File: config.mk
export PLATFORM = sky130hd
export DESIGN_NAME = sorted_alarm_timer_queue
export DESIGN_NICKNAME = d
export VERILOG_FILES = /design/src/hdl/saq_pkg.sv /design/src/hdl/sorted_alarm_timer_queue.sv
export SDC_FILE = /design/constraint.sdc
export NUM_CORES = 2
export LEC_CHECK = 0
export BUFFER_PORTS_ARGS = -buffer_cell sky130_fd_sc_hd__buf_2
export CORE_MARGIN = 8
export CORE_UTILIZATION = 49
export CTS_BUF_LIST = sky130_fd_sc_hd__clkbuf_2 sky130_fd_sc_hd__clkbuf_4 sky130_fd_sc_hd__clkbuf_8
export DETAILED_ROUTE_END_ITERATION = 16
export PLACE_DENSITY = 0.64
export SLEW_MARGIN = 5
export SYNTH_ARGS = -nofsm -noshare
export SYNTH_HDL_FRONTEND = slang
export SYNTH_SLANG_ARGS = --single-unit
File: constraint.sdc
create_clock -name clk -period 6.2 [get_ports clk]
set_input_delay 0 -clock clk [delete_from_list [all_inputs] [get_ports clk]]
set_output_delay 0 -clock clk [all_outputs]
set_load 0.02 [all_outputs]
File: src/hdl/saq_pkg.sv
`timescale 1ns / 1ps

package saq_pkg;

  // field widths of one transaction
  localparam int RoomW  = 14;
  localparam int TimeW  = 32;
  localparam int EventW = 2;
  localparam int PendW  = 7;
  localparam int FiredW = 32;

  // result kinds carried on out_tuser
  localparam logic [EventW-1:0] EV_REGISTERED = 2'd0;
  localparam logic [EventW-1:0] EV_DROPPED    = 2'd1;
  localparam logic [EventW-1:0] EV_FIRED      = 2'd2;
  localparam logic [EventW-1:0] EV_NONE_DUE   = 2'd3;

  // one queue entry as held in memory
  typedef struct packed {
    logic [TimeW-1:0] due_time;
    logic [RoomW-1:0] room;
  } entry_t;

endpackage

File: src/hdl/sorted_alarm_timer_queue.sv
`timescale 1ns / 1ps

// Channel | Dir | Payload                                         | Accepted when
// in_     | in  | tuser: mode; tdata: room_number, alarm_time     | in_tvalid & in_tready
// out_    | out | tuser: event_res; tdata: woken_room, woken_time,| out_tvalid & out_tready
//         |     |   pending_count, expired_count                  |
//
// One transaction is worked on at a time; in_tready is high only while the sequencer idles.
// Register: every queued entry due later than the new one is moved up one slot by a read
// and a write of the single entry memory; the new entry is then written into the freed
// slot, or behind the tail when it is the latest. A full queue drops the new entry.
// Tick: one memory read of the head, popped when due; an empty queue reports none due.
// Entries sit in a ring buffer, so removing the head only advances a pointer.
// Reset clears the counts and pointers only; the memory needs no clearing pass.
// A stalled out_tready holds the result register; the block then waits to finish the next item.
module sorted_alarm_timer_queue #(
  parameter int QUEUE_DEPTH = 64
) (
  input  logic                       clk,
  input  logic                       rst_n,
  input  logic                       in_tvalid,
  output logic                       in_tready,
  input  logic [47:0]                in_tdata,   // room_number[13:0], alarm_time[45:14]
  input  logic                       in_tuser,   // mode
  output logic                       out_tvalid,
  input  logic                       out_tready,
  output logic [87:0]                out_tdata,  // woken_room[13:0], woken_time[45:14],
                                                 // pending_count[52:46], expired_count[84:53]
  output logic [saq_pkg::EventW-1:0] out_tuser   // event_res
);
  import saq_pkg::*;

  localparam int AW = $clog2(QUEUE_DEPTH);
  localparam int CW = $clog2(QUEUE_DEPTH + 1);
  localparam logic [AW-1:0] LAST_IDX = AW'(QUEUE_DEPTH - 1);
  localparam logic [CW-1:0] FULL_CNT = CW'(QUEUE_DEPTH);

  // sequencer states
  localparam logic [2:0] S_IDLE     = 3'd0;
  localparam logic [2:0] S_INS_RD   = 3'd1;
  localparam logic [2:0] S_INS_CMP  = 3'd2;
  localparam logic [2:0] S_TICK_RD  = 3'd3;
  localparam logic [2:0] S_TICK_CMP = 3'd4;
  localparam logic [2:0] S_PUSH     = 3'd5;

  logic [2:0]        state_r, state_nxt;
  logic [AW-1:0]     head_r, head_nxt;
  logic [CW-1:0]     occ_r, occ_nxt;
  logic [FiredW-1:0] fired_r, fired_nxt;
  logic [AW-1:0]     pos_r, pos_nxt;
  logic [CW-1:0]     left_r, left_nxt;

  // latched input item
  logic [RoomW-1:0] room_r, room_nxt;
  logic [TimeW-1:0] time_r, time_nxt;

  // finished result waiting for the output register
  logic [EventW-1:0] res_ev_r, res_ev_nxt;
  entry_t            res_woken_r, res_woken_nxt;

  // output register
  logic              out_valid_r, out_valid_nxt;
  logic [EventW-1:0] out_ev_r, out_ev_nxt;
  entry_t            out_woken_r, out_woken_nxt;
  logic [PendW-1:0]  out_pend_r, out_pend_nxt;
  logic [FiredW-1:0] out_fired_r, out_fired_nxt;

  // entry memory
  entry_t        mem [QUEUE_DEPTH];
  entry_t        mem_rd_r;
  logic          mem_we;
  logic [AW-1:0] mem_wa;
  entry_t        mem_wd;
  logic [AW-1:0] mem_ra;

  logic [AW:0]   tail_sum;
  logic [AW-1:0] tail_idx;
  logic [AW-1:0] pos_prev;
  logic [AW-1:0] head_next;
  entry_t        new_entry;

  // ring arithmetic
  always_comb begin
    tail_sum  = {1'b0, head_r} + (AW+1)'(occ_r);
    tail_idx  = (tail_sum >= (AW+1)'(QUEUE_DEPTH)) ?
                AW'(tail_sum - (AW+1)'(QUEUE_DEPTH)) : AW'(tail_sum);
    pos_prev  = (pos_r == '0) ? LAST_IDX : pos_r - 1'b1;
    head_next = (head_r == LAST_IDX) ? '0 : head_r + 1'b1;
    new_entry = '{due_time: time_r, room: room_r};
  end

  // sequencer
  always_comb begin
    state_nxt     = state_r;
    head_nxt      = head_r;
    occ_nxt       = occ_r;
    fired_nxt     = fired_r;
    pos_nxt       = pos_r;
    left_nxt      = left_r;
    room_nxt      = room_r;
    time_nxt      = time_r;
    res_ev_nxt    = res_ev_r;
    res_woken_nxt = res_woken_r;
    out_valid_nxt = out_valid_r;
    out_ev_nxt    = out_ev_r;
    out_woken_nxt = out_woken_r;
    out_pend_nxt  = out_pend_r;
    out_fired_nxt = out_fired_r;
    mem_we        = 1'b0;
    mem_wa        = pos_r;
    mem_wd        = new_entry;
    mem_ra        = head_r;

    if (out_valid_r && out_tready) begin
      out_valid_nxt = 1'b0;
    end

    case (state_r)
      S_IDLE: begin
        if (in_tvalid) begin
          room_nxt = in_tdata[13:0];
          time_nxt = in_tdata[45:14];
          pos_nxt  = tail_idx;
          left_nxt = occ_r;
          state_nxt = in_tuser ? S_TICK_RD : S_INS_RD;
        end
      end

      // insert: drop on a full queue; place here once no earlier slot is left, else look one slot down
      S_INS_RD: begin
        res_woken_nxt = '0;
        if (occ_r == FULL_CNT) begin
          res_ev_nxt = EV_DROPPED;
          state_nxt  = S_PUSH;
        end else if (left_r == '0) begin
          mem_we     = 1'b1;
          occ_nxt    = occ_r + 1'b1;
          res_ev_nxt = EV_REGISTERED;
          state_nxt  = S_PUSH;
        end else begin
          mem_ra    = pos_prev;
          state_nxt = S_INS_CMP;
        end
      end

      // later entry moves up one slot; an equal or earlier one stays below
      S_INS_CMP: begin
        mem_we = 1'b1;
        if (mem_rd_r.due_time > time_r) begin
          mem_wd    = mem_rd_r;
          pos_nxt   = pos_prev;
          left_nxt  = left_r - 1'b1;
          state_nxt = S_INS_RD;
        end else begin
          occ_nxt    = occ_r + 1'b1;
          res_ev_nxt = EV_REGISTERED;
          state_nxt  = S_PUSH;
        end
      end

      S_TICK_RD: begin
        res_woken_nxt = '0;
        res_ev_nxt    = EV_NONE_DUE;
        state_nxt     = (occ_r == '0) ? S_PUSH : S_TICK_CMP;
      end

      // head due: pop it by advancing the ring
      S_TICK_CMP: begin
        if (mem_rd_r.due_time <= time_r) begin
          res_ev_nxt    = EV_FIRED;
          res_woken_nxt = mem_rd_r;
          head_nxt      = head_next;
          occ_nxt       = occ_r - 1'b1;
          fired_nxt     = fired_r + 1'b1;
        end
        state_nxt = S_PUSH;
      end

      S_PUSH: begin
        if (!out_valid_r || out_tready) begin
          out_valid_nxt = 1'b1;
          out_ev_nxt    = res_ev_r;
          out_woken_nxt = res_woken_r;
          out_pend_nxt  = PendW'(occ_r);
          out_fired_nxt = fired_r;
          state_nxt     = S_IDLE;
        end
      end

      default: begin
        state_nxt = S_IDLE;
      end
    endcase
  end

  // control registers
  always_ff @(posedge clk) begin
    if (!rst_n) begin
      state_r     <= S_IDLE;
      head_r      <= '0;
      occ_r       <= '0;
      fired_r     <= '0;
      out_valid_r <= 1'b0;
    end else begin
      state_r     <= state_nxt;
      head_r      <= head_nxt;
      occ_r       <= occ_nxt;
      fired_r     <= fired_nxt;
      out_valid_r <= out_valid_nxt;
    end
  end

  // payload registers
  always_ff @(posedge clk) begin
    pos_r       <= pos_nxt;
    left_r      <= left_nxt;
    room_r      <= room_nxt;
    time_r      <= time_nxt;
    res_ev_r    <= res_ev_nxt;
    res_woken_r <= res_woken_nxt;
    out_ev_r    <= out_ev_nxt;
    out_woken_r <= out_woken_nxt;
    out_pend_r  <= out_pend_nxt;
    out_fired_r <= out_fired_nxt;
  end

  // entry memory, registered read
  always_ff @(posedge clk) begin
    if (mem_we) begin
      mem[mem_wa] <= mem_wd;
    end
    mem_rd_r <= mem[mem_ra];
  end

  assign in_tready  = (state_r == S_IDLE);
  assign out_tvalid = out_valid_r;
  assign out_tuser  = out_ev_r;
  assign out_tdata  = {3'b000, out_fired_r, out_pend_r,
                       out_woken_r.due_time, out_woken_r.room};

endmodule

# Word-level counts from Yosys, hierarchy flattened
# Memory sizes are Yosys's and may differ from the RTL's. A register that Yosys moved wholly into a read port is not among the register bits.
# Index checks and enable logic that the tools add are counted.
[totals]
regBits = 243
latch_bits = 0
mem_bits_rw = 2944
romBits = 0
in_bits = 53
wordCells = 106
memories = 1
[op_classes]
n_addsub = 8
n_mul = 0
div = 0
n_lt_le_gt_ge = 3
n_eq_ne = 15
shifts = 0
n_mux = 42
n_bitwise = 0
reduce_logical = 20
[mem_list]
columns = ["memory", "words", "width", "read_ports", "rd_clocked_by_memory_dff", "write_ports", "line_no", "source"]
rows = [
  ["mem", 64, 46, 1, 1, 1, "sorted_alarm_timer_queue.sv:69", "entry_t mem [QUEUE_DEPTH];"],
]
[ops]
columns = ["op", "n"]
rows = [
  ["$mux W46", 3],
  ["$pmux W46 S2", 1],
  ["$mux W6", 8],
  ["$mux W7", 6],
  ["$add A32 B1 Y32 const B", 1],
  ["$gt A32 B32 Y1", 1],
  ["$le A32 B32 Y1", 1],
  ["$pmux W7 S3", 1],
  ["$pmux W3 S6", 1],
  ["$mux W3", 5],
  ["$logic_not A7 Y1", 2],
  ["$ne A2 B2 Y1 const B", 7],
  ["$pmux W7 S2", 1],
  ["$sub A7 B1 Y7 const B", 2],
  ["$pmux W6 S2", 1],
  ["$sub A6 B1 Y6 const B", 2],
  ["$mux W2", 5],
  ["$reduce_and A2 Y1", 5],
  ["$mux W1", 8],
  ["$pmux W2 S4", 1],
  ["$add A6 B7 Y7", 1],
  ["$add A7 B1 Y7 const B", 1],
  ["$eq A7 B7 Y1 const B", 1],
  ["$ge A7 B7 Y1 const B", 1],
  ["other kinds (19)", 22],
]

# Depth between registers and ports, before layout
[depth]
depth_word = 6
ltp_mapped = 17
mapped_depth_nobuf = 12

# Least setup slack after synthesis
# OpenSTA, ideal clock, no wires.
[synth_path]
path_type = "register to register"
start = "reg left_r[0]"
end = "mem mem[38][0] (netlist name) (enable)"
setup_time_ns = 0.506
arrival_ns = 5.293
required_time_ns = 5.694
path_slack_ns = 0.400
stages_incl_launch_ff = 9
n_path_buf = 0
synth_period_minus_slack_ns = 5.800
cell_sequence = "edfxtp_1 > inv_1 > ha_1 > or3b_4 > nor4_1 > nand2_1 > nand2_1 > nand3_1 > nor3_1"
[synth_via]
elab_chain_cells = 6
[synth_lines]
columns = ["item", "line_no", "source"]
rows = [
  ["start: declaration", "sorted_alarm_timer_queue.sv:51", "logic [CW-1:0] left_r, left_nxt;"],
  ["start signal: assignment", "sorted_alarm_timer_queue.sv:216", "left_r <= left_nxt;"],
  ["$logic_not A7 Y1", "sorted_alarm_timer_queue.sv:135", "end else if (left_r == '0) begin"],
  ["$mux W1", "sorted_alarm_timer_queue.sv:135", ""],
  ["$mux W1", "sorted_alarm_timer_queue.sv:132", "if (occ_r == FULL_CNT) begin"],
  ["$pmux W1 S2", "sorted_alarm_timer_queue.sv:118", "case (state_r)"],
  ["$mux W1", "sorted_alarm_timer_queue.sv:229", "if (mem_we) begin"],
  ["$mux W1 (not written as such)", "sorted_alarm_timer_queue.sv:230", "mem[mem_wa] <= mem_wd;"],
  ["end: declaration", "sorted_alarm_timer_queue.sv:69", ""],
]
# No other way between the ends.

==> metrics.txt <==
# Post-CTS Setup Buffers 0; IR drop worst, VDD between 0.0004 and 0.0005 V; Reg2Reg Setup Slack ~0.75 ns; # Max-Cap Violations 0; pwr dens 501 nW/um^2; IO Port Bufs roughly 140; pin count of the biggest net entering global routing around 140; area added between synthesis and finish 15.0%; Crit Path Max Fanout 55; Overflow after GRT 0; Worst-path clk slew around 0.06 ns; Min-Delay Path Class in -> reg; period utilization 87.9%; vias in the first global route between 70000 and 80000; DR WL met3 ~46000 um; Worst path slowest cell nor4_1; Final Slew Violations 0; CP cell instances ha_1 -> nand4_1 -> nor4_1 -> o311ai_1 -> buf_4 -> a21oi_4 -> buf_4 -> nand2_1 -> o21ai_4 -> buf_4 -> buf_4; Setup crit end kind register; final core utilization 56.5%; Max H-tree Level 6; Logic pwr share a little over a third; worst path arrival time between 6 and 7 ns; clock root cell clkbuf_8; Post-synth EDFFs between 3000 and 4000; internal power 0.0454 W; initial core utilization about half; IO Count between 100 and 150; share of cells above drive strength 1 roughly 16%; Ys Warns 0; Syn Area/Cell around 15 sq um; clock share of power 25.6%; Async SR Flop Fraction 0%; Synth cell types 67; DR WL met2 ~170000 um; Seq pwr share 38.9%; post-route cell area 145000 sq um; Yosys reg bits between 3000 and 4000; RSZ-0062 raised after global routing false; setup tns final 0 ns; number of buffers created by CTS 531; Iteration-0 DRC Markers around 10000; main flop type after synthesis edfxtp_1; initial antenna violation count 21; TritonCTS clock tree yes; Clock Skew 0.0917 ns; WL/cell ~30 um; Cell Area, Synth 126000 sq um; gpl congestion ~0.9; Post-DP Area 133000 sq um; DRC viols 0; floorplan row count 186; Final Hold Viols 0; Final Critical Period 5.45 ns; Total Wirelength 385000 um; worst-case clock buffer depth 4; fin nets between 9000 and 10000; sequential fraction of the synthesis area roughly three quarters; worst path required time about 7.1 ns; CP Launch Type register; DIE AREA roughly 270000 sq um; worst slew pin tran between 1 and 1.5 ns; Clock Latency Late Sink between 1 and 1.5 ns; switching pwr 0.0270 W; CP peak stage delay 1.26 ns; Most Frequent Cell on Critical Path buf_4; Max Fclk ~180 MHz; Total Routing Usage GR between 20% and 30%; clock sink count approximately 3200; Highest Signal Layer met5; Worst slew margin around 4%; vias between 70000 and 80000; CP Class reg -> reg; Die W 522 um; static leakage around 51 nW; final setup fails 0; Post-DP HPWL between 200000 and 250000 um; first-pass GRT wire length 544000 um; drt pass-1 iters 8; DRT antenna net count 0; Final Worst Setup Slack 0.748 ns; Die Span Y roughly 520 um; status complete, no violations; cells after synthesis roughly 8400; core area between 200000 and 300000 sq um; Sw Ratio a little under two fifths; met1 wire length between 100000 and 150000 um; DP Worst Slack around 0.97 ns; number of vias per cell between 6 and 7
through the flow:
stage / hold WS, ns / total power (W) / std cells
6_report: 0.130 / 0.0724 / 12786
5_1_grt: 0.0785 / 0.0751 / 12781
2_1_floorplan: 0.0989 / 0.0442 / 8422
3_5_place_dp: 0.180 / 0.0537 / 11759
3_3_place_gp: 0.181 / 0.0533 / 11759
4_1_cts: 0.0478 / 0.0722 / 12776
state kept, by name, summed over array words and instances, names as in the netlist, 14 cells and up:
signal,count
time_r,32
fired_r,32
res_woken_r,46
mem,2944
out_fired_r,32
room_r,14
out_tdata,46
mem_rd_r,46
metal layers:
| layer | up-vias | GRT usage (%) |
|---|---|---|
| li1 | 33345 | - |
| met1 | 39855 | 37.5 |
| met2 | 4985 | 42.3 |
| met3 | 891 | 7.26 |
| met4 | 12 | 11.2 |
| met5 | - | 0 |
final cells by class:
class                           count  area (sq um)
Clock inverter                    160          1180
Tap cell                         3384          4230
Inverter                           57           214
Clock buffer                      755          9300
Antenna cell                       10          25.0
Timing Repair Buffer              579          5440
Sequential cell                  3233         96100
Multi-Input combinational cell   4608         28000
Fill cell                       19815        111000
worst max-delay path, delay by kind of cell, from the launching register on:
kind | cells | cell delay, ns
buffers and inverters | 4 | 1.89
AO/OA/AOI/OAI | 3 | 0.48
adder cells (fa/ha/maj) | 1 | 0.38
AND/OR/NAND/NOR | 3 | 1.84
flip-flops | 1 | 0.46
power groups by stage:
stage          registers [W]  clock network, W  logic [W]
5_1_grt               0.0282            0.0197     0.0272
4_1_cts               0.0281            0.0188     0.0253
6_report              0.0282            0.0186     0.0257
3_3_place_gp          0.0285                 0     0.0247
2_1_floorplan         0.0283                 0     0.0160
3_5_place_dp          0.0286                 0     0.0251
path summary, 6_finish.rpt:
kind,start,endpoint,cells past startpoint
max,mem_rd_r[45],mem[48][38],11
min,in_tdata[16],time_r[2],3
max reg2reg,mem_rd_r[45],mem[48][38],11
min reg2reg,res_woken_r[42],out_tdata[42],0
logic make-up (layout without fill, tap and decap cells):
family                     after synthesis  after routing  synth area share, %
other                                    1             13              0.00298
xor gates and xnor gates                47             47                0.328
adders and majority gates               49             49                0.500
muxes                                  677            677                 5.41
buffers and inverters                  581           1551                 2.04
DFF                                   3233           3233                 76.5
AOI/OAI and AO/OA                     1489           1489                 6.86
and+or+nand+nor                       2343           2343                 8.35
layout by cell type (no fill, tap or decap), types with 95 or more instances in the layout:
master / netlist / final
a211oi_1: 135 / 135
a21oi_1: 744 / 743
and3_1: 181 / 181
buf_12: 0 / 95
buf_2: 106 / 139
buf_4: 54 / 243
clkbuf_4: 0 / 174
clkbuf_8: 0 / 581
dlygate4sd3_1: 0 / 102
edfxtp_1: 3138 / 3138
mux2i_1: 660 / 659
nand2_1: 1461 / 1454
nor2_1: 175 / 105
nor4_1: 329 / 322
o21ai_0: 139 / 107
o22ai_1: 280 / 280
repair_timing:
action,in CTS,in global routing
resized for setup,0,0
hold buffers,102,0
endpoints found under the hold margin,201,0
cell usage after synthesis (all sizes together), types with 2 or more instances:
cell type	number	share of area [%]
a31oi	9	0.045
nand4	16	0.080
ha	47	0.47
o41ai	41	0.32
o21bai	2	0.012
or3	10	0.050
nor4	329	1.6
o31ai	6	0.040
nor2b	6	0.030
or3b	3	0.023
nand3b	4	0.024
and4	3	0.021
a21boi	2	0.012
nand3	35	0.14
a211oi	135	0.81
nand2	1461	4.4
clkbuf	331	0.99
o21ai	183	0.73
nor2	178	0.55
a32oi	4	0.028
buf	193	0.88
nand2b	13	0.065
o22ai	280	1.4
xnor2	40	0.28
and2	6	0.030
a21o	17	0.10
edfxtp	3138	75
mux2	17	0.16
mux2i	660	5.3
inv	57	0.17
o21a	49	0.29
nor3	71	0.28
o221ai	5	0.035
or4	5	0.030
o22a	2	0.014
xor2	7	0.049
and3	182	0.91
nor3b	8	0.048
or2	10	0.050
fa	2	0.032
nor4b	3	0.021
a21oi	745	3.0
dfxtp	95	1.5
Note: power is estimated with default switching activity, not from simulation.
